[src/sv/sit_pkg.sv]
// Shared types and constants for the sorted insert table.
// Used by the channel interfaces, the controller, the datapath and the top level.
package sit_pkg;

  localparam int unsigned DEPTH = 16;
  localparam int unsigned WIDTH = 32;
  localparam int unsigned IDX_W = $clog2(DEPTH);
  localparam int unsigned CNT_W = $clog2(DEPTH + 1);
  localparam int unsigned OP_W  = 2;
  localparam int unsigned ST_W  = 2;

  localparam logic [CNT_W-1:0] CAP_RESET = CNT_W'(DEPTH);

  typedef enum logic [OP_W-1:0] {
    OP_INSERT = 2'd0,
    OP_LOOKUP = 2'd1,
    OP_REMOVE = 2'd2
  } opcode_e;

  typedef enum logic [ST_W-1:0] {
    ST_OK    = 2'd0,
    ST_FULL  = 2'd1,
    ST_RANGE = 2'd2
  } status_e;

  typedef enum logic {
    S_IDLE = 1'b0,
    S_EXEC = 1'b1
  } state_e;

  // Controller to datapath commands
  typedef struct packed {
    logic load;   // capture the request fields
    logic exec;   // update the table and load the result register
  } ctrl_cmd_t;

endpackage

[src/sv/sit_if.sv]
// Request and result channel interfaces for the sorted insert table.
// Depends on sit_pkg for field widths.
interface sit_req_if;
  logic                             valid;
  logic                             ready;
  logic [sit_pkg::OP_W-1:0]         opcode;
  logic [sit_pkg::WIDTH-1:0]        value;
  logic [sit_pkg::IDX_W-1:0]        index;

  modport source (output valid, output opcode, output value, output index, input ready);
  modport sink   (input valid, input opcode, input value, input index, output ready);
endinterface

interface sit_rsp_if;
  logic                             valid;
  logic                             ready;
  logic [sit_pkg::WIDTH-1:0]        read_value;
  logic [sit_pkg::CNT_W-1:0]        entry_count;
  logic [sit_pkg::ST_W-1:0]         status;

  modport source (output valid, output read_value, output entry_count, output status,
                  input ready);
  modport sink   (input valid, input read_value, input entry_count, input status,
                  output ready);
endinterface

[src/sv/sit_ctrl.sv]
// Controller state machine for the sorted insert table.
// Depends on sit_pkg; drives the datapath through sit_pkg::ctrl_cmd_t.
module sit_ctrl (
  input  logic               clk_i,
  input  logic               rst_ni,
  input  logic               req_valid_i,
  output logic               req_ready_o,
  output logic               rsp_valid_o,
  input  logic               rsp_ready_i,
  output sit_pkg::ctrl_cmd_t cmd_o
);

  sit_pkg::state_e state_q, state_d;
  logic            rsp_valid_q, rsp_valid_d;
  logic            rsp_free;

  assign rsp_free = !rsp_valid_q || rsp_ready_i;

  always_ff @(posedge clk_i or negedge rst_ni) begin
    if (!rst_ni) begin
      state_q     <= sit_pkg::S_IDLE;
      rsp_valid_q <= 1'b0;
    end else begin
      state_q     <= state_d;
      rsp_valid_q <= rsp_valid_d;
    end
  end

  always_comb begin
    state_d     = state_q;
    req_ready_o = 1'b0;
    cmd_o       = '0;
    unique case (state_q)
      sit_pkg::S_IDLE: begin
        req_ready_o = 1'b1;
        if (req_valid_i) begin
          cmd_o.load = 1'b1;
          state_d    = sit_pkg::S_EXEC;
        end
      end
      sit_pkg::S_EXEC: begin
        // hold until the result register can take the new result
        if (rsp_free) begin
          cmd_o.exec = 1'b1;
          state_d    = sit_pkg::S_IDLE;
        end
      end
      default: state_d = sit_pkg::S_IDLE;
    endcase

    if (cmd_o.exec) begin
      rsp_valid_d = 1'b1;
    end else if (rsp_ready_i) begin
      rsp_valid_d = 1'b0;
    end else begin
      rsp_valid_d = rsp_valid_q;
    end
  end

  assign rsp_valid_o = rsp_valid_q;

  a_accept_to_exec: assert property (@(posedge clk_i) disable iff (!rst_ni)
    req_valid_i && req_ready_o |=> state_q == sit_pkg::S_EXEC)
    else $error("accepted request did not move to execute");

  a_exec_loads_rsp: assert property (@(posedge clk_i) disable iff (!rst_ni)
    cmd_o.exec |=> rsp_valid_q)
    else $error("executed item left no result");

  a_rsp_from_exec: assert property (@(posedge clk_i) disable iff (!rst_ni)
    $rose(rsp_valid_q) |-> $past(state_q) == sit_pkg::S_EXEC)
    else $error("result appeared outside execute");

endmodule

[src/sv/sit_dpath.sv]
// Datapath of the sorted insert table: entry cells, count, capacity and result registers.
// Depends on sit_pkg; controlled by sit_ctrl through sit_pkg::ctrl_cmd_t.
module sit_dpath (
  input  logic                        clk_i,
  input  logic                        rst_ni,
  input  sit_pkg::ctrl_cmd_t          cmd_i,
  input  logic                        cfg_we_i,
  input  logic [sit_pkg::CNT_W-1:0]   cfg_wdata_i,
  input  logic [sit_pkg::OP_W-1:0]    opcode_i,
  input  logic [sit_pkg::WIDTH-1:0]   value_i,
  input  logic [sit_pkg::IDX_W-1:0]   index_i,
  output logic [sit_pkg::WIDTH-1:0]   read_value_o,
  output logic [sit_pkg::CNT_W-1:0]   entry_count_o,
  output logic [sit_pkg::ST_W-1:0]    status_o
);

  localparam int unsigned N = sit_pkg::DEPTH;

  logic [sit_pkg::WIDTH-1:0] entries_q [N];
  logic [sit_pkg::WIDTH-1:0] ins_row   [N];
  logic [sit_pkg::WIDTH-1:0] rem_row   [N];
  logic [N-1:0]              lt;

  sit_pkg::opcode_e          op_q;
  logic [sit_pkg::WIDTH-1:0] key_q;
  logic [sit_pkg::IDX_W-1:0] at_q;

  logic [sit_pkg::CNT_W-1:0] count_q, count_d;
  logic [sit_pkg::CNT_W-1:0] cap_q;
  logic [sit_pkg::CNT_W-1:0] limit;
  logic                      full;
  logic                      in_range;
  logic                      do_ins, do_rem;

  logic [sit_pkg::WIDTH-1:0] rd_d, rd_q;
  sit_pkg::status_e          st_d, st_q;
  logic [sit_pkg::CNT_W-1:0] cnt_q;

  // Each cell compares its entry with the key; the flags form a prefix in sorted order
  for (genvar g = 0; g < N; g++) begin : g_cell
    assign lt[g] = (sit_pkg::CNT_W'(g) < count_q) && (entries_q[g] < key_q);
    if (g == 0) begin : g_first
      assign ins_row[g] = lt[g] ? entries_q[g] : key_q;
    end else begin : g_rest
      assign ins_row[g] = lt[g]     ? entries_q[g] :
                          lt[g - 1] ? key_q        : entries_q[g - 1];
    end
    if (g == N - 1) begin : g_top
      assign rem_row[g] = (sit_pkg::IDX_W'(g) < at_q) ? entries_q[g] : '0;
    end else begin : g_low
      assign rem_row[g] = (sit_pkg::IDX_W'(g) < at_q) ? entries_q[g] : entries_q[g + 1];
    end
  end

  assign limit    = (cap_q < sit_pkg::CNT_W'(N)) ? cap_q : sit_pkg::CNT_W'(N);
  assign full     = (count_q >= limit) || (count_q >= sit_pkg::CNT_W'(N));
  assign in_range = {1'b0, at_q} < count_q;

  always_comb begin
    rd_d    = '0;
    st_d    = sit_pkg::ST_OK;
    count_d = count_q;
    do_ins  = 1'b0;
    do_rem  = 1'b0;
    case (op_q)
      sit_pkg::OP_INSERT: begin
        if (full) begin
          st_d = sit_pkg::ST_FULL;
        end else begin
          do_ins  = 1'b1;
          count_d = count_q + sit_pkg::CNT_W'(1);
        end
      end
      sit_pkg::OP_LOOKUP: begin
        if (in_range) begin
          rd_d = entries_q[at_q];
        end else begin
          st_d = sit_pkg::ST_RANGE;
        end
      end
      sit_pkg::OP_REMOVE: begin
        if (in_range) begin
          do_rem  = 1'b1;
          count_d = count_q - sit_pkg::CNT_W'(1);
        end else begin
          st_d = sit_pkg::ST_RANGE;
        end
      end
      default: ;
    endcase
  end

  always_ff @(posedge clk_i or negedge rst_ni) begin
    if (!rst_ni) begin
      count_q <= '0;
      cap_q   <= sit_pkg::CAP_RESET;
    end else begin
      if (cfg_we_i) begin
        cap_q <= cfg_wdata_i;
      end
      if (cmd_i.exec) begin
        count_q <= count_d;
      end
    end
  end

  // Entries above the count are never read, so the cells need no reset
  always_ff @(posedge clk_i) begin
    if (cmd_i.load) begin
      op_q  <= sit_pkg::opcode_e'(opcode_i);
      key_q <= value_i;
      at_q  <= index_i;
    end
    if (cmd_i.exec) begin
      rd_q  <= rd_d;
      st_q  <= st_d;
      cnt_q <= count_d;
      if (do_ins) begin
        entries_q <= ins_row;
      end else if (do_rem) begin
        entries_q <= rem_row;
      end
    end
  end

  assign read_value_o  = rd_q;
  assign entry_count_o = cnt_q;
  assign status_o      = st_q;

  a_count_bound: assert property (@(posedge clk_i) disable iff (!rst_ni)
    count_q <= sit_pkg::CNT_W'(N))
    else $error("entry count above table depth");

  a_insert_grows: assert property (@(posedge clk_i) disable iff (!rst_ni)
    cmd_i.exec && do_ins |=> count_q == $past(count_q) + sit_pkg::CNT_W'(1))
    else $error("insert did not advance the count");

  a_remove_shrinks: assert property (@(posedge clk_i) disable iff (!rst_ni)
    cmd_i.exec && do_rem |=> count_q == $past(count_q) - sit_pkg::CNT_W'(1))
    else $error("remove did not drop the count");

endmodule

[src/sv/sorted_insert_table.sv]
// Top level of the sorted insert table: ascending table of unsigned words.
// Depends on sit_pkg, sit_req_if/sit_rsp_if, sit_ctrl and sit_dpath.
//
//   channel  direction  handshake     payload
//   req_i    in         valid/ready   opcode, value, index
//   rsp_o    out        valid/ready   read_value, entry_count, status
//   cfg      in         cfg_we_i      cfg_wdata_i = capacity
//
// An item first has its request captured in S_IDLE; then, in S_EXEC, all entry
// cells compare against the key in parallel and shift in place.
// A finished result waits in the output register while the next request is taken;
// execution holds only when that register is still occupied.
// Reset clears the entry count and sets capacity to the full depth.
module sorted_insert_table (
  input  logic                      clk_i,
  input  logic                      rst_ni,
  input  logic                      cfg_we_i,
  input  logic [sit_pkg::CNT_W-1:0] cfg_wdata_i,
  sit_req_if.sink                   req_i,
  sit_rsp_if.source                 rsp_o
);

  sit_pkg::ctrl_cmd_t cmd;

  sit_ctrl u_ctrl (
    .clk_i       (clk_i),
    .rst_ni      (rst_ni),
    .req_valid_i (req_i.valid),
    .req_ready_o (req_i.ready),
    .rsp_valid_o (rsp_o.valid),
    .rsp_ready_i (rsp_o.ready),
    .cmd_o       (cmd)
  );

  sit_dpath u_dpath (
    .clk_i         (clk_i),
    .rst_ni        (rst_ni),
    .cmd_i         (cmd),
    .cfg_we_i      (cfg_we_i),
    .cfg_wdata_i   (cfg_wdata_i),
    .opcode_i      (req_i.opcode),
    .value_i       (req_i.value),
    .index_i       (req_i.index),
    .read_value_o  (rsp_o.read_value),
    .entry_count_o (rsp_o.entry_count),
    .status_o      (rsp_o.status)
  );

endmodule
[src/flat_wrapper.sv]
// flat-port wrapper written by rule: the top's interface ports become plain ports
module sorted_insert_table_flat 
  (clk_i, rst_ni, cfg_we_i, cfg_wdata_i, req_i_valid, req_i_opcode, req_i_value, req_i_index, req_i_ready, rsp_o_valid, rsp_o_read_value, rsp_o_entry_count, rsp_o_status, rsp_o_ready);
  sit_req_if req_i_i ();
  sit_rsp_if rsp_o_i ();
  input  logic clk_i;
  input  logic rst_ni;
  input  logic cfg_we_i;
  input  logic [sit_pkg::CNT_W-1:0] cfg_wdata_i;
  input wire logic [$bits(req_i_i.valid)-1:0] req_i_valid;
  input wire logic [$bits(req_i_i.opcode)-1:0] req_i_opcode;
  input wire logic [$bits(req_i_i.value)-1:0] req_i_value;
  input wire logic [$bits(req_i_i.index)-1:0] req_i_index;
  output wire logic [$bits(req_i_i.ready)-1:0] req_i_ready;
  output wire logic [$bits(rsp_o_i.valid)-1:0] rsp_o_valid;
  output wire logic [$bits(rsp_o_i.read_value)-1:0] rsp_o_read_value;
  output wire logic [$bits(rsp_o_i.entry_count)-1:0] rsp_o_entry_count;
  output wire logic [$bits(rsp_o_i.status)-1:0] rsp_o_status;
  input wire logic [$bits(rsp_o_i.ready)-1:0] rsp_o_ready;
  assign req_i_i.valid = req_i_valid;
  assign req_i_i.opcode = req_i_opcode;
  assign req_i_i.value = req_i_value;
  assign req_i_i.index = req_i_index;
  assign req_i_ready = req_i_i.ready;
  assign rsp_o_valid = rsp_o_i.valid;
  assign rsp_o_read_value = rsp_o_i.read_value;
  assign rsp_o_entry_count = rsp_o_i.entry_count;
  assign rsp_o_status = rsp_o_i.status;
  assign rsp_o_i.ready = rsp_o_ready;
  sorted_insert_table u_core (.clk_i(clk_i), .rst_ni(rst_ni), .cfg_we_i(cfg_we_i), .cfg_wdata_i(cfg_wdata_i), .req_i(req_i_i), .rsp_o(rsp_o_i));
endmodule
[config.mk]
export PLATFORM = sky130hd
export DESIGN_NAME = sorted_insert_table_flat
export DESIGN_NICKNAME = d
export VERILOG_FILES = /design/src/sv/sit_pkg.sv /design/src/sv/sit_if.sv /design/src/sv/sit_ctrl.sv /design/src/sv/sit_dpath.sv /design/src/sv/sorted_insert_table.sv /design/src/flat_wrapper.sv
export SDC_FILE = /design/constraint.sdc
export NUM_CORES = 2
export LEC_CHECK = 0
export ABC_AREA = 1
export BUFFER_PORTS_ARGS = -buffer_cell sky130_fd_sc_hd__clkbuf_2
export CORE_MARGIN = 3
export CORE_UTILIZATION = 65
export DETAILED_ROUTE_END_ITERATION = 10
export PLACE_DENSITY = 0.9
export SKIP_CTS_REPAIR_TIMING = 1
export SYNTH_ARGS = -nofsm -noshare
export SYNTH_HDL_FRONTEND = slang
export SYNTH_HIERARCHICAL = 1
export SYNTH_SLANG_ARGS = --single-unit
[constraint.sdc]
create_clock -name clk_i -period 6.9 [get_ports clk_i]
set_clock_uncertainty 0.15 [all_clocks]
set_input_delay 0.69 -clock clk_i [delete_from_list [all_inputs] [get_ports clk_i]]
set_output_delay 0.69 -clock clk_i [all_outputs]
set_load 0.05 [all_outputs]
# == Word-level counts from Yosys, hierarchy flattened ==
# Index checks and enable logic that the tools add are counted.
# word_totals
inputBits,48
out_inout_bits,41
ff_bits,601
elab_cells,229
# classes
reduce_logical,40
add_sub_neg,2
mux,72
order_cmp,53
eq_ne,34
bitwise_logic,2
# op_table
cell,n
$mux 32,49
$mux 512,2
$lt 32x32->1,16
$bmux 32 s4,1
$ne 2x2->1 const B,32
$reduce_and 4->1,16
$lt 4x5->1 const A,8
$lt 4x4->1 const A,8
$lt 3x5->1 const A,4
$logic_and 1x1->1,16
$lt 3x4->1 const A,4
$mux 5,3
$mux 1,13
$ge 5x5->1 const B,2
$lt 1x5->1 const A,2
$lt 2x5->1 const A,2
$pmux 5 s2,1
$lt 1x4->1 const A,2
$lt 2x4->1 const A,2
$add 5x1->5 const B,1
$ge 5x5->1,1
$lt 4x5->1,1
$lt 5x5->1 const B,1
$not 4->5,1
13 further kinds,15

# == Longest topological paths before layout ==
# depth
ltp_word,8
mapped_depth,17
ltp_nobuf,15

# == Cells and area by module ==
# Netlist, hierarchy kept.
# modules_own_cells
module,area_each_um2,instances,cells_each,seq_area_each_um2
sit_dpath,47466.8,1,6517,17938.5
sit_ctrl,100.1,1,12,50.0

# == Worst setup path before layout ==
# OpenSTA, ideal clock, no wires.
# synth_timing
path_kind,register to register
start,reg u_core/u_dpath/key_q[15] (netlist bit)
end,reg u_core/u_dpath/entries_q[320] (netlist bit) (enable)
n_path_buf,2
path_stages_with_launch,15
synth_period_minus_slack_ns,4.979
required_ns,6.289
path_slack_ns,1.921
setup_ns,0.461
t_arrival_ns,4.368
cell_sequence,edfxtp_1 -> clkinv_1 -> clkbuf_1 -> ha_1 -> nand2_1 -> inv_1 -> nand3_1 -> nor3_1 -> nand2_1 -> nand2_1 -> nand2_1 -> nand2_1 -> buf_2 -> nor2_1 -> nor3_1
# synth_via
elab_chain_cells,4
# synth_rtl
element,line_no,rtl
from (decl),sit_dpath.sv:25,logic [sit_pkg::WIDTH-1:0] key_q;
from (signal assigned),sit_dpath.sv:111,key_q <= value_i;
$lt 32x32->1,sit_dpath.sv:41,assign lt[g] = (sit_pkg::CNT_W'(g) < count_q) && (entries_q[g] < key_q);
$logic_and 1x1->1,sit_dpath.sv:41,
$ne 2x2->1 (no source line),--,
$reduce_and 4->1 (no source line),--,
to (signal assigned),sit_dpath.sv:119,entries_q <= ins_row;
to (signal assigned),sit_dpath.sv:121,entries_q <= rem_row;
to (decl),sit_dpath.sv:19,logic [sit_pkg::WIDTH-1:0] entries_q [N];
# No other way between the ends.
# A chain may end at the register's enable or synchronous reset.

# == Worst setup path after layout ==
# layout_timing
start,reg u_core/u_dpath/key_q[28] (netlist bit)
end,reg u_core/u_dpath/entries_q[268] (netlist bit) (enable)
# The elaborated chain is that of the path after synthesis.

==> flow_metrics.env <==
export IMPL_status="complete, no violations"
export IMPL_die_w_um=277
export IMPL_ys_seq_elements=601
export IMPL_cts_buffer_depth=3
export IMPL_setup_viol=0
export IMPL_power_switching_mw=6.31
export IMPL_cts_inserted_buffers=71
export IMPL_tns_ns=0
export IMPL_grt_pass1_wl_mm=227
export IMPL_intPower_mw=8.59
export IMPL_switching_share=0.423
export IMPL_antenna_found_initial=3
export IMPL_hp_class="in2reg"
export IMPL_vias_per_cell=6.25
export IMPL_syn_to_final_growth_pct=6.17
export IMPL_path_clk_slew_ns=0.06
export IMPL_drv_slew=0
export IMPL_p_leak_nw=24.6
export IMPL_n_fill_cell=5552
export IMPL_finalCritPeriodShare=0.727
export IMPL_io_buffers=88
export IMPL_crit_path_top_delay_cell="inv_1"
export IMPL_pwr_share_seq=0.336
export IMPL_synth_largest_area_cell="edfxtp_1"
export IMPL_cp_arrival_ns=5.11
export IMPL_crit_chain="clkinv_1, buf_4, ha_1, nand3_1, nor2_1, and3_1, nand2_1, nand2_1, buf_4, o21bai_1, inv_1"
export IMPL_fmax_mhz=199
export IMPL_ir_worst_vdd_mv=0.235
export IMPL_synth_most_common_cell="nand2_1"
export IMPL_initialDrtViolationCount=7032
export IMPL_cpLargestDelayFamily="buffers and inverters"
export IMPL_ant_nets=0
export IMPL_clkPwrFrac=0.245
export IMPL_finalNonFillerCells=7409
export IMPL_cts_sinks=601
export IMPL_grt_overflow_total=0
export IMPL_end_kind="flop"
export IMPL_final_net_count=6933
export IMPL_max_cap_viol_count=0
export IMPL_finalHoldViolations=0
export IMPL_path_buf_inv=4
export IMPL_ys_warn_count=6
export IMPL_relSlewSlack=0.0529
export IMPL_start_kind="flop"
export IMPL_critical_path_class="reg2reg"
export IMPL_place_congestion=0.971
export IMPL_powerDensity_nw_per_um2=295
export IMPL_crit_required_ns=6.99
export IMPL_start_util=0.661
export IMPL_synth_edf_count=589
export IMPL_grt_usage=0.360
export IMPL_syn_nets=7057
export IMPL_synthArstFlopShare=0.0200
export IMPL_path_max_fanout=33
export IMPL_synthCells=6529
export IMPL_ioPinCount=89
export IMPL_die_h_um=277
export IMPL_ys_top_cells_by_area="edfxtp_1 37%, nand2_1 17%, ha_1 13%, nand3_1 10%, inv_1 5.4%"
export IMPL_vias=46300
export IMPL_yosysUniqueCellTypes=42
export IMPL_h_tree_depth=3
export IMPL_slowest_delay_ns=0.91
export IMPL_rsz0062_at_grt="false"
export IMPL_cts_tree="done"
export IMPL_route_detailed_drc=0
export IMPL_routed_wl_mm=143
export IMPL_netlist_area_sq_um=47600
export IMPL_routedWlPerCell_um=19.2
export IMPL_dp_cells=7281
export IMPL_ctsRootBufferMaster="clkbuf_16"
export IMPL_row_count=98
export IMPL_yosys_top_cells_count="2191 x nand2_1, 957 x nand3_1, 682 x inv_1"
export IMPL_hpwlAfterDp_mm=98.9
export IMPL_clock_latency_ns=0.63
export IMPL_core_area_sq_um=72000
export IMPL_synth_top_area_share=0.372
export IMPL_die_area_sq_um=76500
export IMPL_fin_crit_ns=5.02
export IMPL_synth_flop_cell="edfxtp_1"
export IMPL_syn_avg_cell_area_sq_um=7.29
export IMPL_grt_pass1_vias=43800
export IMPL_ys_seq_area_frac=0.378
export IMPL_grt_max_degree=195
export IMPL_drive_above_1_share=0.0489
export IMPL_tightest_slew_ns=1.42
export IMPL_drt_pass1_iterations=8
export IMPL_combPwrFrac=0.419
==> logic make-up (layout without fill, tap and decap cells) <==
logic type,Yosys count,after routing,share of synthesized area
mux,3,3,0.000710
flops,601,601,0.378
fa+ha+maj,480,480,0.126
compound gates,908,908,0.0996
simple gates,3427,3427,0.302
other cells,0,1,0
xor+xnor,2,2,0.000368
buf+inv,1108,1037,0.0932
==> final timing paths <==
path                                           from                            end  slack, ns  cells after the start
setup / recovery           u_core/u_dpath/key_q[28]  u_core/u_dpath/entries_q[268]       1.88                     11
hold / removal                      req_i_value[12]       u_core/u_dpath/key_q[12]       0.08                      1
setup reg to reg           u_core/u_dpath/key_q[28]  u_core/u_dpath/entries_q[268]       1.88                     11
hold reg to reg             u_core/u_dpath/cap_q[2]        u_core/u_dpath/cap_q[2]       0.37                      1
max in group asynchronous                    rst_ni        u_core/u_dpath/cap_q[4]       5.96                      2
min in group asynchronous                    rst_ni      u_core/u_dpath/count_q[2]       0.34                      2
==> per-stage QoR <==
step                utilization  setup slack (ns)  instance area (sq um)  hold slack [ns]  total power [mW]
floorplan                     -              1.92                  47600            0.244              9.58
global placement          0.671              2.09                  48300            0.348              10.8
detailed placement        0.671              1.99                  48300            0.356              11.1
CTS                       0.701              1.99                  50500           -0.217              14.7
global route              0.702              1.63                  50500           0.0668              15.8
finish                    0.702              1.88                  50500           0.0794              14.9
==> layer usage <==
metal / vias up / share of wire / GRT usage
met5: - / 0 / 0
met2: 3312 / 0.44 / 0.554
met1: 20900 / 0.38 / 0.481
met4: 0 / 0.049 / 0.177
li1: 21600 / - / -
met3: 524 / 0.13 / 0.0827
==> power by group through the flow <==
stage | registers, mW | clock network [mW] | logic, mW
after global placement | 5.05 | 0 | 5.79
after floorplan | 5.08 | 0 | 4.50
after detailed placement | 5.06 | 0 | 6.01
after CTS | 4.99 | 3.67 | 6.06
after global routing | 5.03 | 3.81 | 6.91
final | 5.01 | 3.65 | 6.24
==> layout make-up <==
cell class | instances | area [sq um] | share of cell area
multi-input cells | 4820 | 25200 | 0.499
repair buffers | 194 | 1260 | 0.0250
clock inverters | 24 | 166 | 0.00330
inverters | 717 | 2710 | 0.0536
diodes | 1 | 2.50 | 0.0000496
flip-flops and latches | 601 | 18000 | 0.356
clock buffers | 102 | 2000 | 0.0396
well taps | 950 | 1190 | 0.0235
==> cells in the final DEF (no fill, tap or decap), types with 76 or more instances in the layout <==
cell and n:
clkbuf_2 88, edfxtp_1 589, nand2_1 2190, o21ai_0 365, ha_1 480, clkbuf_16 76
buf_4 103, nor2_1 146, inv_1 679, a21oi_1 475, nand3_1 957
==> flip-flops by register name, summed over array words and instances (netlist names) <==
register                      count
u_core/u_dpath/status_o           2
u_core/u_dpath/at_q               4
u_core/u_dpath/read_value_o      32
u_core/u_dpath/count_q            5
u_core/u_dpath/cap_q              5
u_core/u_ctrl/state_q             1
u_core/u_dpath/entries_q        512
u_core/u_ctrl/rsp_valid_o         1
u_core/u_dpath/op_q               2
u_core/u_dpath/entry_count_o      5
u_core/u_dpath/key_q             32
No activity file was read; power rests on OpenSTA's default activity.
